[src/sv/eto_pkg.sv]
// types and constants shared by the event timeline sort and merge block
`default_nettype none
package eto_pkg;

	localparam int KEY_W   = 32;
	localparam int LEN_W   = 20;
	localparam int SPM_W   = 16;
	localparam int OFS_W   = 20;
	localparam int ENT_W   = 23;
	localparam int FLAG_W  = 3;
	localparam int PIECE_W = 16;
	localparam int BASE_W  = 37;
	localparam int POS_W   = 39;
	localparam int HALF_W  = 19;
	localparam int PROD_W  = HALF_W + SPM_W;
	localparam int SUM_W   = 55;
	localparam int RECIPE_MAX = 3;
	localparam int ENTRY_IDX_W = 2;
	localparam int IDX_W   = 3;

	localparam logic [SPM_W-1:0] SPM_RESET = 16'd256;
	localparam logic [ENT_W-1:0] RECIPE0_RESET = 23'd681986;
	localparam logic [ENT_W-1:0] RECIPE1_RESET = 23'd1560578;
	localparam logic [ENT_W-1:0] RECIPE2_RESET = 23'd2242564;
	localparam logic [SUM_W-1:0] ROUND_HALF = 55'd32768;

	typedef enum logic [IDX_W-1:0] {
		REG_PIECE_LENGTH = 3'd0,
		REG_STEPS_PER_MM = 3'd1,
		REG_PIERCE_OFS   = 3'd2,
		REG_SLIT_OFS     = 3'd3,
		REG_CUT_OFS      = 3'd4,
		REG_RECIPE0      = 3'd5,
		REG_RECIPE1      = 3'd6,
		REG_RECIPE2      = 3'd7
	} eto_reg_e;

	typedef struct packed {
		logic [LEN_W-1:0] piece_length;
		logic [SPM_W-1:0] steps_per_mm;
		logic [OFS_W-1:0] pierce_ofs;
		logic [OFS_W-1:0] slit_ofs;
		logic [OFS_W-1:0] cut_ofs;
		logic [ENT_W-1:0] recipe0;
		logic [ENT_W-1:0] recipe1;
		logic [ENT_W-1:0] recipe2;
	} eto_cfg_t;

	typedef struct packed {
		logic              valid;
		logic [KEY_W-1:0]  key;
		logic [FLAG_W-1:0] flags;
	} eto_slot_t;

	typedef struct packed {
		logic              ins;
		logic              pop;
		logic              any_eq;
		logic [KEY_W-1:0]  key;
		logic [FLAG_W-1:0] flags;
	} eto_ctrl_t;

endpackage
`default_nettype wire

[src/sv/eto_cell.sv]
// one cell of the sorted insertion chain with duplicate merge
`default_nettype none
module eto_cell
	import eto_pkg::*;
(
	input  wire logic      clk,
	input  wire logic      arst_n,
	input  wire eto_ctrl_t ctrl,
	input  wire logic      prev_gt,
	input  wire eto_slot_t prev_slot,
	input  wire eto_slot_t next_slot,
	output eto_slot_t      slot,
	output logic           gt,
	output logic           eq
);

	logic              valid_q;
	logic [KEY_W-1:0]  key_q;
	logic [FLAG_W-1:0] flags_q;
	logic              valid_d;
	logic [KEY_W-1:0]  key_d;
	logic [FLAG_W-1:0] flags_d;

	assign gt = !valid_q || (key_q > ctrl.key);
	assign eq = valid_q && (key_q == ctrl.key);
	assign slot = '{valid: valid_q, key: key_q, flags: flags_q};

	always_comb begin
		valid_d = valid_q;
		key_d   = key_q;
		flags_d = flags_q;
		priority if (ctrl.pop) begin
			valid_d = next_slot.valid;
			key_d   = next_slot.key;
			flags_d = next_slot.flags;
		end else if (ctrl.ins && ctrl.any_eq) begin
			if (eq) begin
				flags_d = flags_q | ctrl.flags;
			end
		end else if (ctrl.ins && prev_gt) begin
			valid_d = prev_slot.valid;
			key_d   = prev_slot.key;
			flags_d = prev_slot.flags;
		end else if (ctrl.ins && gt) begin
			valid_d = 1'b1;
			key_d   = ctrl.key;
			flags_d = ctrl.flags;
		end
	end

	always_ff @(posedge clk or negedge arst_n) begin
		if (!arst_n) begin
			valid_q <= 1'b0;
		end else begin
			valid_q <= valid_d;
		end
	end

	always_ff @(posedge clk) begin
		key_q   <= key_d;
		flags_q <= flags_d;
	end

endmodule
`default_nettype wire

[config.mk]
export PLATFORM = sky130hd
export DESIGN_NAME = eto_cell
export DESIGN_NICKNAME = d
export VERILOG_FILES = /design/src/sv/eto_pkg.sv /design/src/sv/eto_cell.sv
export SDC_FILE = /design/constraint.sdc
export NUM_CORES = 1
export LEC_CHECK = 0
export BUFFER_PORTS_ARGS = -buffer_cell sky130_fd_sc_hd__buf_2
export CAP_MARGIN = 10
export CORE_MARGIN = 8
export CORE_UTILIZATION = 45
export DETAILED_ROUTE_END_ITERATION = 7
export GPL_ROUTABILITY_DRIVEN = 0
export PLACE_DENSITY = 0.81
export SYNTH_ARGS = -nofsm -noshare
export SYNTH_HDL_FRONTEND = slang
export SYNTH_SLANG_ARGS = --single-unit
export TNS_END_PERCENT = 50
[constraint.sdc]
create_clock -name clk -period 4 [get_ports clk]
set_clock_uncertainty 0.1 [all_clocks]
set_input_delay 0.8 -clock clk [delete_from_list [all_inputs] [get_ports clk]]
set_output_delay 0.8 -clock clk [all_outputs]
set_load 0.01 [all_outputs]
# Word level (Yosys, flattened, before mapping)
# Index checks and enable logic that the tools add are counted.
dict set report word_totals {
  word_cells 31
  latchBits 0
  ff_bits 36
  mem_bits_rw 0
  in_bits 113
  out_inout_bits 38
  mem_bits_ro 0
  memories 0
}
dict set report op_classes {
  div_mod_pow 0
  eq_ne 3
  mul 0
  bitwise_logic 1
  shift 0
  add_sub_neg 0
  reduce_logical 10
  order_cmp 1
  n_mux 13
}
# op n
set op_table {}
lappend op_table {{32-bit two-way mux} 4}
lappend op_table {{32-bit == test} 1}
lappend op_table {{32-bit greater-than comparator} 1}
lappend op_table {{3-bit two-way mux} 5}
lappend op_table {{1-bit logical AND} 4}
lappend op_table {{1-bit two-way mux} 4}
lappend op_table {{2-bit AND reduction} 2}
lappend op_table {{4-bit nonzero test} 1}
lappend op_table {{3-bit != test, second input constant} 1}
lappend op_table {{3-bit bitwise OR} 1}
lappend op_table {{3-bit nonzero test} 1}
lappend op_table {{2-bit != test, second input constant} 1}
lappend op_table {{1-bit zero test} 1}
lappend op_table {{1-bit logical OR} 1}

# Logic depth before layout (Yosys ltp)
dict set report depth {
  ltp_word 7
  mapped_depth 7
}

# Worst setup path after synthesis
# No wires, ideal clock.
dict set report synth_path {
  path_kind {input to register}
  start {input port ctrl[18] (netlist name)}
  end {register key_q[0], enable pin}
  n_path_buf 0
  path_stages 7
  setup_slack_ns -0.133
  arrival_ns 3.599
  required_ns 3.467
  path_cell_list {inv_1 > ha_1 > nand4_1 > nor4_1 > a21boi_0 > o31ai_1 > o2111ai_1}
}
dict set report synth_via {
  elab_chain_cells 5
}
# element line
set synth_lines {}
lappend synth_lines {{start: declaration} eto_cell.sv:8} ;# input wire eto_ctrl_t ctrl,
lappend synth_lines {{32-bit greater-than comparator} eto_cell.sv:24} ;# assign gt = !valid_q || (key_q > ctrl.key);
lappend synth_lines {{1-bit logical OR} eto_cell.sv:24}
lappend synth_lines {{1-bit logical AND} eto_cell.sv:44} ;# end else if (ctrl.ins && gt) begin
lappend synth_lines {{3-bit nonzero test (no line)} n/a}
lappend synth_lines {{2-bit AND reduction (no line)} n/a}
lappend synth_lines {{end signal: assignment} eto_cell.sv:60} ;# key_q <= key_d;
lappend synth_lines {{end: declaration} eto_cell.sv:18} ;# logic [KEY_W-1:0] key_q;
# No other way between the ends.
# A chain may end at the register's enable or synchronous reset.

# Worst setup path in the final report
dict set report layout_path {
  start {input port ctrl[33] (netlist name)}
  end {output port gt}
}
dict set report layout_via {
  elab_chain_cells 2
}
# element line
set layout_lines {}
lappend layout_lines {{32-bit greater-than comparator} eto_cell.sv:24}
lappend layout_lines {{1-bit logical OR} eto_cell.sv:24}
lappend layout_lines {{end: declaration} eto_cell.sv:13} ;# output logic gt,
# No other way between the ends.

==> run_results.csv <==
group,metric,value,unit
global_routing,grt_overflow,0,
global_routing,grt_pass1_wl,12.7,mm
final_layout,layout.cells.non_filler,519,
timing,fin_ws,477,ps
clocking,numCtsBuffers,5,
timing,rsz0062_at_grt,"no",
global_routing,grt_pass1_vias,2823,
timing,maxSlewHeadroom,0.279,
route,ant_nets,0,
timing,final.period_utilization,0.881,
worst_setup_path,crit_required,3100,ps
placement,place_area,3600,um2
clocking,cts_tree,"yes",
route,vias,2639,
clocking,cts_num_sinks,36,
floorplan,io_pins,151,
synth,syn-cell-area,2770,um2
worst_setup_path,r2r_end,"key_q[23]",
final_layout,antenna_cells,0,
timing,drv_slew,0,
final_layout,utilization,0.623,
power_and_ir_drop,p_sw_frac,0.306,
clocking,ctsRootBufferMaster,"clkbuf_8",
clocking,cts_setup_buffers,0,
worst_setup_path,criticalPathCategory,"primary input to output pin",
floorplan,num_rows,28,
floorplan,initial_core_util,0.467,
route,drt-wirelength-per-cell,15.5,um
synth,syn-num-nets,442,
global_routing,grt_antenna_before_repair,0,
clocking,clk_pin_slew,70,ps
floorplan,chipWidth,94.4,um
final_layout,drive_gt1_frac,0.369,
timing,finalSetupTns,0,ps
route,drt-total-wl,8.06,mm
clocking,clockBufferDepth,2,
flow_run,maxCapViolCount,0,
timing,tightest_slew,1080,ps
clocking,clk_latency,280,ps
worst_setup_path,cp-start-kind,"primary input",
power_and_ir_drop,power_leakage,2.01,nW
final_layout,finish.instance_area,3690,um2
global_routing,grt_use_total,0.179,
synth,avgSynthCellArea,9.31,um2
route,remaining_drc_errors,0,
floorplan,coreArea,5920,um2
power_and_ir_drop,ir_drop,200,uV
worst_setup_path,reg2reg_slack,1060,ps
synth,ys_ff_latch,36,
hold_path,hold_path_class,"primary input to asynchronous set/reset pin",
power_and_ir_drop,comb_power_share,0.312,
final_layout,layout.nets,588,
worst_setup_path,r2r-start,"key_q[30]",
placement,detailedPlace.worstSlack,476,ps
power_and_ir_drop,power_frac_clock,0.231,
worst_setup_path,reg2reg_depth,7,
power_and_ir_drop,powerDensity,289,nW/um2
final_layout,layout_commonest_cell,"buf_2",
clocking,cts_hold_buffers,0,
synth,ys_seq_area_frac,0.389,
timing,period_minus_slack,3520,ps
synth,postSynthCellCount,297,
timing,fmax,284,MHz
route,drtPass1Iterations,4,
placement,post-dp-hpwl,6.74,mm
timing,hold_viol_final,0,
final_layout,syn_to_final_growth,33.2,%
synth,synth.distinct_cells,37,
run_status,run_status,"complete, no violations",
synth,yosys_warnings,0,
final_layout,fillCellCount,510,
worst_setup_path,cp.arrival,2620,ps
timing,fin_hold_ws,183,ps
floorplan,die-area,8910,um2
placement,numPortBuffers,150,
route,drt_iter0_drc,79,
timing,setup_violations,0,
final_layout,final_cell_mix,"buf_2 (150), nand2_1 (46), o21ai_1 (37)",
floorplan,die_y,94.4,um
global_routing,grt_max_degree,61,
power_and_ir_drop,p_total,1.07,mW
power_and_ir_drop,p_sw,326,uW
power_and_ir_drop,seqPwrFrac,0.457,
worst_setup_path,endpoint_kind,"output pin",
power_and_ir_drop,p_int,739,uW
placement,dp.cells,511,
route,vias_per_cell,5.08,
clocking,post_cts_resized,0,
worst_setup_path,crit_path_max_fanout,4,
clocking,cts_max_level,2,
-- sequential cells by signal (all words and copies together) (netlist names) --
register and cells:
valid_q 1, key_q 32, flags_q 3
-- critical path, cell delays in order --
cell and delay, ps:
buf_2 90, inv_1 40, ha_1 310, nand4_2 180, nor4_1 500, and3_1 310
a31o_1 150, nand2_1 70, buf_2 180
-- cell usage after synthesis --
| cell | instances | share of area |
|---|---|---|
| nand4_1 | 5 | 0.011 |
| o22a_1 | 3 | 0.0095 |
| o2111ai_1 | 2 | 0.0063 |
| nand2_1 | 47 | 0.064 |
| clkbuf_1 | 9 | 0.012 |
| a211o_1 | 1 | 0.0032 |
| mux2i_1 | 32 | 0.12 |
| nand4_2 | 1 | 0.0045 |
| nor4_1 | 2 | 0.0045 |
| o21a_1 | 3 | 0.0081 |
| nor2b_1 | 1 | 0.0023 |
| o21bai_1 | 1 | 0.0027 |
| and3_1 | 2 | 0.0045 |
| buf_2 | 3 | 0.0054 |
| inv_1 | 36 | 0.049 |
| dfrtp_1 | 1 | 0.0090 |
| o21ai_0 | 6 | 0.011 |
| o31ai_1 | 1 | 0.0027 |
| a311o_1 | 1 | 0.0036 |
| a31o_1 | 1 | 0.0032 |
| nand3_1 | 2 | 0.0036 |
| a21oi_1 | 14 | 0.025 |
| a41o_1 | 1 | 0.0036 |
| buf_4 | 1 | 0.0027 |
| a21boi_0 | 2 | 0.0054 |
| a21o_1 | 3 | 0.0081 |
| nor3b_1 | 1 | 0.0027 |
| ha_1 | 32 | 0.14 |
| edfxtp_1 | 35 | 0.38 |
| inv_2 | 1 | 0.0014 |
| o21ai_1 | 37 | 0.067 |
| o22ai_1 | 3 | 0.0068 |
| a32oi_1 | 1 | 0.0032 |
| nor2_1 | 3 | 0.0041 |
| nor3_1 | 1 | 0.0018 |
| and2b_2 | 1 | 0.0032 |
| or4_4 | 1 | 0.0041 |
-- metal layers --
layer,track usage,share of wire,vias up
met1,0.199,0.41,1170
met2,0.324,0.50,98
met3,0.0389,0.068,12
met4,0.0713,0.022,0
met5,0,0,-
li1,-,-,1359
-- worst max-delay path by stage --
| stage | endpoint | slack (ps) | from |
|---|---|---|---|
| 2_1_floorplan | key_q[0] | 580 | ctrl[18] |
| 6_report | gt | 480 | ctrl[33] |
| 3_5_place_dp | gt | 480 | ctrl[33] |
| 5_1_grt | gt | 300 | ctrl[34] |
| 3_3_place_gp | gt | 590 | ctrl[33] |
| 4_1_cts | gt | 470 | ctrl[33] |
-- cell type report --
type / count / area (um2) / area share
clock buffers: 6 / 72.6 / 0.0197
clock inverters: 2 / 11.3 / 0.00305
inverters: 37 / 139 / 0.0377
multi-input cells: 211 / 1520 / 0.411
flip-flops and latches: 36 / 1080 / 0.292
well taps: 75 / 93.8 / 0.0255
repair buffers: 152 / 778 / 0.211
-- power by group through the flow --
stage / logic [mW] / registers (mW) / clock network [mW]
after floorplan: 0.166 / 0.512 / 0
after global placement: 0.324 / 0.491 / 0
after detailed placement: 0.335 / 0.495 / 0
after CTS: 0.337 / 0.487 / 0.258
after global routing: 0.375 / 0.491 / 0.274
final: 0.333 / 0.486 / 0.246
-- cells by family (layout without fill, tap and decap cells) --
group                      count (synthesis)  after routing  synth area share
AOI/OAI and AO/OA                         80             80             0.170
and+or+nand+nor                           67             67             0.110
buffers and inverters                     50            197            0.0706
DFF                                       36             36             0.389
adders and majority gates                 32             32             0.145
muxes                                     32             32             0.116
(Power assumes the default switching activity.)
