## src/sv/eto_pkg.sv

```systemverilog
// types and constants shared by the event timeline sort and merge block
`default_nettype none
package eto_pkg;

	localparam int KEY_W   = 32;
	localparam int LEN_W   = 20;
	localparam int SPM_W   = 16;
	localparam int OFS_W   = 20;
	localparam int ENT_W   = 23;
	localparam int FLAG_W  = 3;
	localparam int PIECE_W = 16;
	localparam int BASE_W  = 37;
	localparam int POS_W   = 39;
	localparam int HALF_W  = 19;
	localparam int PROD_W  = HALF_W + SPM_W;
	localparam int SUM_W   = 55;
	localparam int RECIPE_MAX = 3;
	localparam int ENTRY_IDX_W = 2;
	localparam int IDX_W   = 3;

	localparam logic [SPM_W-1:0] SPM_RESET = 16'd256;
	localparam logic [ENT_W-1:0] RECIPE0_RESET = 23'd681986;
	localparam logic [ENT_W-1:0] RECIPE1_RESET = 23'd1560578;
	localparam logic [ENT_W-1:0] RECIPE2_RESET = 23'd2242564;
	localparam logic [SUM_W-1:0] ROUND_HALF = 55'd32768;

	typedef enum logic [IDX_W-1:0] {
		REG_PIECE_LENGTH = 3'd0,
		REG_STEPS_PER_MM = 3'd1,
		REG_PIERCE_OFS   = 3'd2,
		REG_SLIT_OFS     = 3'd3,
		REG_CUT_OFS      = 3'd4,
		REG_RECIPE0      = 3'd5,
		REG_RECIPE1      = 3'd6,
		REG_RECIPE2      = 3'd7
	} eto_reg_e;

	typedef struct packed {
		logic [LEN_W-1:0] piece_length;
		logic [SPM_W-1:0] steps_per_mm;
		logic [OFS_W-1:0] pierce_ofs;
		logic [OFS_W-1:0] slit_ofs;
		logic [OFS_W-1:0] cut_ofs;
		logic [ENT_W-1:0] recipe0;
		logic [ENT_W-1:0] recipe1;
		logic [ENT_W-1:0] recipe2;
	} eto_cfg_t;

	typedef struct packed {
		logic              valid;
		logic [KEY_W-1:0]  key;
		logic [FLAG_W-1:0] flags;
	} eto_slot_t;

	typedef struct packed {
		logic              ins;
		logic              pop;
		logic              any_eq;
		logic [KEY_W-1:0]  key;
		logic [FLAG_W-1:0] flags;
	} eto_ctrl_t;

endpackage
`default_nettype wire

```

## src/sv/eto_gen.sv

```systemverilog
// event generator: window sequencer and step position pipeline
`default_nettype none
module eto_gen
	import eto_pkg::*;
#(
	parameter int WINDOW_BEFORE  = 5,
	parameter int WINDOW_AFTER   = 15,
	parameter int RECIPE_SIZE    = 3,
	parameter int EVENT_CAPACITY = 64
) (
	input  wire logic               clk,
	input  wire logic               arst_n,
	input  wire logic               start,
	input  wire logic [PIECE_W-1:0] start_piece,
	input  wire eto_cfg_t           cfg,
	output eto_slot_t               evt,
	output logic                    idle
);

	localparam int PW = $clog2(WINDOW_BEFORE + WINDOW_AFTER + 1);
	localparam int CW = $clog2(EVENT_CAPACITY + 1);

	logic                   active_q;
	logic [BASE_W-1:0]      base_q;
	logic [PW-1:0]          left_q;
	logic [ENTRY_IDX_W-1:0] entry_q;
	logic [CW-1:0]          cnt_q;

	logic [PIECE_W-1:0]     first;
	logic [PW-1:0]          pieces;
	logic [ENT_W-1:0]       recipe [RECIPE_MAX];
	logic [ENT_W-1:0]       entry;
	logic [OFS_W-1:0]       tool;
	logic                   last_entry;
	logic [POS_W-1:0]       pos;

	logic                   v_s1, v_s2, v_s3;
	logic [POS_W-1:0]       pos_s1;
	logic [FLAG_W-1:0]      flags_s1, flags_s2, flags_s3;
	logic                   neg_s2;
	logic [PROD_W-1:0]      lo_s2, hi_s2;
	logic [KEY_W-1:0]       key_s3;
	logic [SUM_W-1:0]       sum;
	logic [POS_W-1:0]       steps;

	assign recipe[0] = cfg.recipe0;
	assign recipe[1] = cfg.recipe1;
	assign recipe[2] = cfg.recipe2;

	always_comb begin
		if (start_piece >= PIECE_W'(WINDOW_BEFORE)) begin
			first  = start_piece - PIECE_W'(WINDOW_BEFORE);
			pieces = PW'(WINDOW_BEFORE + WINDOW_AFTER);
		end else begin
			first  = '0;
			pieces = PW'(start_piece) + PW'(WINDOW_AFTER);
		end
	end

	assign entry      = recipe[entry_q];
	assign last_entry = (entry_q == ENTRY_IDX_W'(RECIPE_SIZE - 1));

	always_comb begin
		priority if (entry[0]) begin
			tool = cfg.pierce_ofs;
		end else if (entry[1]) begin
			tool = cfg.slit_ofs;
		end else if (entry[2]) begin
			tool = cfg.cut_ofs;
		end else begin
			tool = '0;
		end
	end

	assign pos = {{(POS_W-BASE_W){1'b0}}, base_q}
		+ {{(POS_W-OFS_W){tool[OFS_W-1]}}, tool}
		+ {{(POS_W-(ENT_W-FLAG_W)){1'b0}}, entry[ENT_W-1:FLAG_W]};

	always_ff @(posedge clk or negedge arst_n) begin
		if (!arst_n) begin
			active_q <= 1'b0;
			left_q   <= '0;
			entry_q  <= '0;
			cnt_q    <= '0;
		end else if (start) begin
			active_q <= 1'b1;
			left_q   <= pieces;
			entry_q  <= '0;
			cnt_q    <= '0;
		end else if (active_q) begin
			cnt_q <= cnt_q + 1'b1;
			if (last_entry) begin
				entry_q <= '0;
				left_q  <= left_q - 1'b1;
			end else begin
				entry_q <= entry_q + 1'b1;
			end
			if ((last_entry && left_q == PW'(1)) || cnt_q == CW'(EVENT_CAPACITY - 1)) begin
				active_q <= 1'b0;
			end
		end
	end

	always_ff @(posedge clk) begin
		if (start) begin
			base_q <= BASE_W'(first * cfg.piece_length);
		end else if (active_q && last_entry) begin
			base_q <= base_q + BASE_W'(cfg.piece_length);
		end
	end

	always_ff @(posedge clk or negedge arst_n) begin
		if (!arst_n) begin
			v_s1 <= 1'b0;
			v_s2 <= 1'b0;
			v_s3 <= 1'b0;
		end else begin
			v_s1 <= active_q;
			v_s2 <= v_s1;
			v_s3 <= v_s2;
		end
	end

	assign sum = {hi_s2, {HALF_W{1'b0}}} + SUM_W'(lo_s2) + ROUND_HALF;
	assign steps = sum[SUM_W-1:SUM_W-POS_W];

	always_ff @(posedge clk) begin
		pos_s1   <= pos;
		flags_s1 <= entry[FLAG_W-1:0];
		neg_s2   <= pos_s1[POS_W-1];
		lo_s2    <= pos_s1[HALF_W-1:0] * cfg.steps_per_mm;
		hi_s2    <= pos_s1[2*HALF_W-1:HALF_W] * cfg.steps_per_mm;
		flags_s2 <= flags_s1;
		flags_s3 <= flags_s2;
		if (neg_s2) begin
			key_s3 <= '0;
		end else if (|steps[POS_W-1:KEY_W]) begin
			key_s3 <= '1;
		end else begin
			key_s3 <= steps[KEY_W-1:0];
		end
	end

	assign evt  = '{valid: v_s3, key: key_s3, flags: flags_s3};
	assign idle = !active_q && !v_s1 && !v_s2 && !v_s3;

endmodule
`default_nettype wire

```

## config.mk

```make
export PLATFORM = sky130hd
export DESIGN_NAME = eto_gen
export DESIGN_NICKNAME = d
export VERILOG_FILES = /design/src/sv/eto_pkg.sv /design/src/sv/eto_gen.sv
export SDC_FILE = /design/constraint.sdc
export NUM_CORES = 2
export LEC_CHECK = 0
export BUFFER_PORTS_ARGS = -buffer_cell sky130_fd_sc_hd__buf_2
export CAP_MARGIN = 40
export CORE_UTILIZATION = 39
export CTS_CLUSTER_DIAMETER = 200
export DETAILED_ROUTE_END_ITERATION = 8
export PLACE_DENSITY = 0.68
export SETUP_SLACK_MARGIN = 0.4
export SYNTH_ARGS = -nofsm -noshare
export SYNTH_HDL_FRONTEND = slang
export SYNTH_SLANG_ARGS = --single-unit
```

## constraint.sdc

```tcl
create_clock -name clk -period 6.3 [get_ports clk]
set_clock_uncertainty 0.05 [all_clocks]
set_input_delay 0.315 -clock clk [delete_from_list [all_inputs] [get_ports clk]]
set_output_delay 0.315 -clock clk [all_outputs]
set_load 0.05 [all_outputs]
```

Yosys cells after proc, flatten, opt, wreduce, memory -nomap -nowiden:

Cells that the tools add are included.

* add/sub/neg operators: 10
* $mul: 3
* magnitude comparators: 2
* equal/unequal tests: 3
* mux-type cells: 22
* bitwise logic cells: 1
* reductions and logical operators: 15

Operators with widths (count)
* $mux W36: 2
* $mul A19 B16 Y35: 2
* $mux W20: 3
* $add A54 B35 Y55: 1
* $add A55 B16 Y55 const B: 1
* $bmux W23 S2: 1
* $mux W23: 2
* $add A38 B20 Y39: 1
* $add A39 B20 Y39: 1
* $add A37 B20 Y37: 1
* $mul A16 B20 Y36: 1
* $mux W32: 1
* $mux W5: 4
* $ge A16 B3 Y1 const B: 1
* $mux W16: 1
* $sub A16 B3 Y16 const B: 1
* $mux W7: 2
* $add A7 B1 Y7 const B: 1
* $eq A7 B6 Y1 const B: 1
* $reduce_or A7 Y1: 1
* $mux W2: 3
* $reduce_bool A2 Y1: 3
* $add A5 B4 Y5 const B: 1
* $eq A5 B1 Y1 const B: 1
* 10 further kinds: 19

* register bits after elaboration: 206
* input port bits: 184
* output and inout port bits: 37
* logic and storage cells: 73

Logic depth before layout (Yosys ltp):

* word-level depth: 9
* gate-level depth with buffers: 34
* mapped depth without buffers: 30

Least setup slack after synthesis:

No wires, ideal clock.

* kind: input -> register
* from: in start_piece[3]
* to: reg base_q[33], data pin
* library setup time: 0.268 ns
* data arrival time: 7.624 ns
* data required time: 5.982 ns
* setup slack: -1.642 ns
* stages: 32
* path buffers: 4
* cell sequence: clkbuf_1 > or4_1 > nor2_1 > o21ai_1 > or2_1 > clkbuf_1 > nor2_2 > buf_2 > nor2_1 > clkbuf_1 > and2_1 > fa_1 > inv_1 > fa_1 > fa_1 > fa_1 > inv_1 > fa_1 > inv_1 > fa_1 > inv_1 > ha_1 > a211oi_1 > o21bai_1 > a21oi_1 > o211ai_1 > nand4_1 > a211oi_1 > or3_1 > a21oi_1 > xor2_1 > mux2i_1

* word-level cells in the longest chain between the ends: 4
* elaborated cells between the ends (all ways): 5
* classes of those cells: add/sub (1); mul (1); order compare (1); mux (2)

Ends and longest elaborated chain
* start: declaration: line eto_gen.sv:14 `input wire logic [PIECE_W-1:0] start_piece,`
* $sub A16 B3 Y16 / $ge A16 B3 Y1 (equally long branches): line eto_gen.sv:52, eto_gen.sv:51
* $mux W16 (*): line eto_gen.sv:51 `if (start_piece >= PIECE_W'(WINDOW_BEFORE)) begin`
* $mul A16 B20 Y36 (*): line eto_gen.sv:106 `base_q <= BASE_W'(first * cfg.piece_length);`
* $mux W36 (*): line eto_gen.sv:105 `if (start) begin`
* end signal: assignment: line eto_gen.sv:106
* end signal: assignment: line eto_gen.sv:108 `base_q <= base_q + BASE_W'(cfg.piece_length);`
* end: declaration: line eto_gen.sv:24 `logic [BASE_W-1:0] base_q;`

Every way passes the cells marked *; elsewhere a longest branch is shown, timed or not.
A chain may end at the register's enable or synchronous reset.

Worst setup path in the final report:

* from: in start_piece[5]
* to: reg base_q[33], data pin

The elaborated chain is that of the path after synthesis.

==> impl_metrics.json <==
{
  "num_vias": 32504,
  "synth_warnings": 0,
  "ant_nets": 0,
  "critPathLaunchType": "input port",
  "final_nets": 6472,
  "rsz0062_at_grt": "true",
  "hold_violations": 0,
  "drtIter0Drc": 1859,
  "syn-num-nets": 5917,
  "dieArea_um2": 105000,
  "place_congestion": 0.912,
  "crit_top_cell": "fa_1",
  "crit_slowest_cell": "fa_1",
  "grt_max_degree": 50,
  "max_freq_ghz": 0.139,
  "grt_pass1_vias": 33827,
  "max_stage_delay_ns": 0.57,
  "crit_arrival_ns": 7.40,
  "place_hpwl_mm": 92.4,
  "grt_first_pass_wirelength_mm": 176,
  "die_h_um": 324,
  "fin_ws_ns": -0.916,
  "slew_headroom": 0.352,
  "multi_input_area_um2": 34000,
  "cts_buffers": 17,
  "synth_edf_count": 36,
  "cap_violations": 0,
  "die_w_um": 324,
  "clk_latency_ns": 0.50,
  "critPathLaunch": "start_piece[5]",
  "vias_per_cell": 4.99,
  "portBuffers": 220,
  "drc_errors": 0,
  "drt_pass1_iterations": 7,
  "final_cell_mix": "786 x inv_1, 719 x fa_1, 679 x nand2_1",
  "floorplan.initialDensity": 0.395,
  "post-place-ws_ns": -1.74,
  "antenna_found_initial": 8,
  "cp-end-kind": "register",
  "synth_flop_cell": "dfxtp_1",
  "crit_fanout": 6,
  "cts_root_buf": "clkbuf_16",
  "seq_area_frac_synth": 0.106,
  "row_count": 117,
  "nFillCells": 9454,
  "critPathRequiredTime_ns": 6.48,
  "synthToLayoutAreaGrowth_pct": 22.2,
  "setup_viol": 24,
  "syn_avg_cell_area_um2": 8.84,
  "routedWlPerCell_um": 17.0,
  "final-seq-area_um2": 4370,
  "totalWireLength_mm": 111,
  "overflow": 0,
  "clock-sinks": 191,
  "post-route-min-period_ns": 7.22,
  "hp-class": "in -> reg",
  "hp-start": "cfg[25]",
  "cts.path.max_buffers": 2,
  "track_usage": 0.212,
  "syn_area_um2": 40400,
  "status": "complete, but fails checks",
  "finalMaxSlewViolations": 0,
  "final_common_cell": "inv_1",
  "drive_gt1_frac": 0.223,
  "yosys.cell_types.count": 77,
  "async_reset_ff_frac": 0.0942,
  "ioPinCount": 221,
  "cts_tree": "done",
  "worst_pin_slew_ns": 0.963,
  "core_um2": 102000,
  "htreeDepth": 4,
  "fin_crit_sh": 1.15,
  "clk_pin_slew_ns": 0.08,
  "violations": "negative setup slack",
  "r2r_start": "pos_s1[31]",
  "worst-setup-path-type": "in -> reg",
  "syn-instance-count": 4575,
  "ys_ff_latch": 191
}
critical path, delay by kind of cell:
family,cells,cell delay [ns]
adders and majority gates,7,3.36
and+or+nand+nor,8,1.59
AOI/OAI and AO/OA,6,1.16
buffers and inverters,7,0.69
xor gates and xnor gates,1,0.15
muxes,1,0.09
per-layer routing:
| metal | up-vias | GRT usage | routed length (um) |
|---|---|---|---|
| li1 | 15318 | - | - |
| met1 | 16102 | 0.285 | 48700 |
| met2 | 931 | 0.350 | 51600 |
| met3 | 147 | 0.0447 | 8010 |
| met4 | 6 | 0.0463 | 2310 |
| met5 | - | 0 | 37 |
area by class of cell:
class / count / share of cell area
Timing Repair Buffer: 727 / 0.111
Multi-Input combinational cell: 3341 / 0.688
Tap cell: 1368 / 0.0346
Clock buffer: 17 / 0.00861
Antenna cell: 4 / 0.000203
Sequential cell: 191 / 0.0885
Inverter: 852 / 0.0647
Clock inverter: 15 / 0.00380
sequential cells by signal, summed over array words and instances, names as in the netlist, 2 cells and up:
name      flops
pos_s1       39
cnt_q         7
lo_s2        20
key_s3       32
hi_s2        35
flags_s1      3
flags_s2      3
flags_s3      3
base_q       37
left_q        5
entry_q       2
worst paths after layout:
kind,end,slack [ns],cells after the start
worst max-delay path,base_q[33],-0.92,30
worst min-delay path,flags_s1[2],0.07,3
worst min register to register,flags_s3[0],0.28,0
min in group asynchronous,cnt_q[2],0.22,2
worst max register to register,hi_s2[32],0.11,24
max in group asynchronous,entry_q[1],5.68,2
cell families (layout without fill, tap and decap cells):
group,count (synthesis),in the layout,synth area share
compound gates,552,552,0.0863
other cells,0,4,0
buf+inv,1045,1611,0.0974
simple gates,1405,1407,0.165
mux,28,28,0.00693
fa+ha+maj,1158,1158,0.496
flops,191,191,0.106
xor+xnor,196,196,0.0425
stage by stage:
stage                     setup TNS, ns   util  instances  hold WS (ns)  cell area [um^2]
after floorplan                  -14.97      -       4575       -0.0306             41300
after global placement           -35.97  0.452       6374         0.214             46300
after detailed placement         -36.69  0.453       6380         0.216             46300
after CTS                        -11.41  0.469       6456        0.0409             48000
after global routing             -19.17  0.483       6512        0.0814             49400
final                            -13.82  0.483       6515        0.0703             49400
Yosys cell counts (25+ instances only):
cell type / instances / area share
edfxtp_1: 36 / 0.027
nand3_1: 38 / 0.0047
o21ai_0: 91 / 0.011
mux2i_1: 28 / 0.0069
xor2_1: 72 / 0.016
a21oi_1: 158 / 0.020
dfxtp_1: 137 / 0.068
and3_1: 25 / 0.0039
nand4_1: 25 / 0.0039
nor3_1: 30 / 0.0037
a21o_1: 78 / 0.014
ha_1: 415 / 0.13
xnor2_1: 124 / 0.027
fa_1: 743 / 0.37
clkbuf_1: 179 / 0.017
and2_1: 371 / 0.057
nand2_1: 700 / 0.065
inv_1: 850 / 0.079
nor2_1: 130 / 0.012
o21ai_1: 46 / 0.0057
timing repair:
action,CTS,global route
hold buffers,1,0
pin swaps,71,185
endpoints found under the setup margin,48,53
buffers inserted,39,51
gates resized for setup,173,270
endpoints found under the hold margin,18,0
gates cloned,4,4
Power is not shown: default switching activity piles up to over one toggle a cycle in this logic, so the estimate is an artifact.
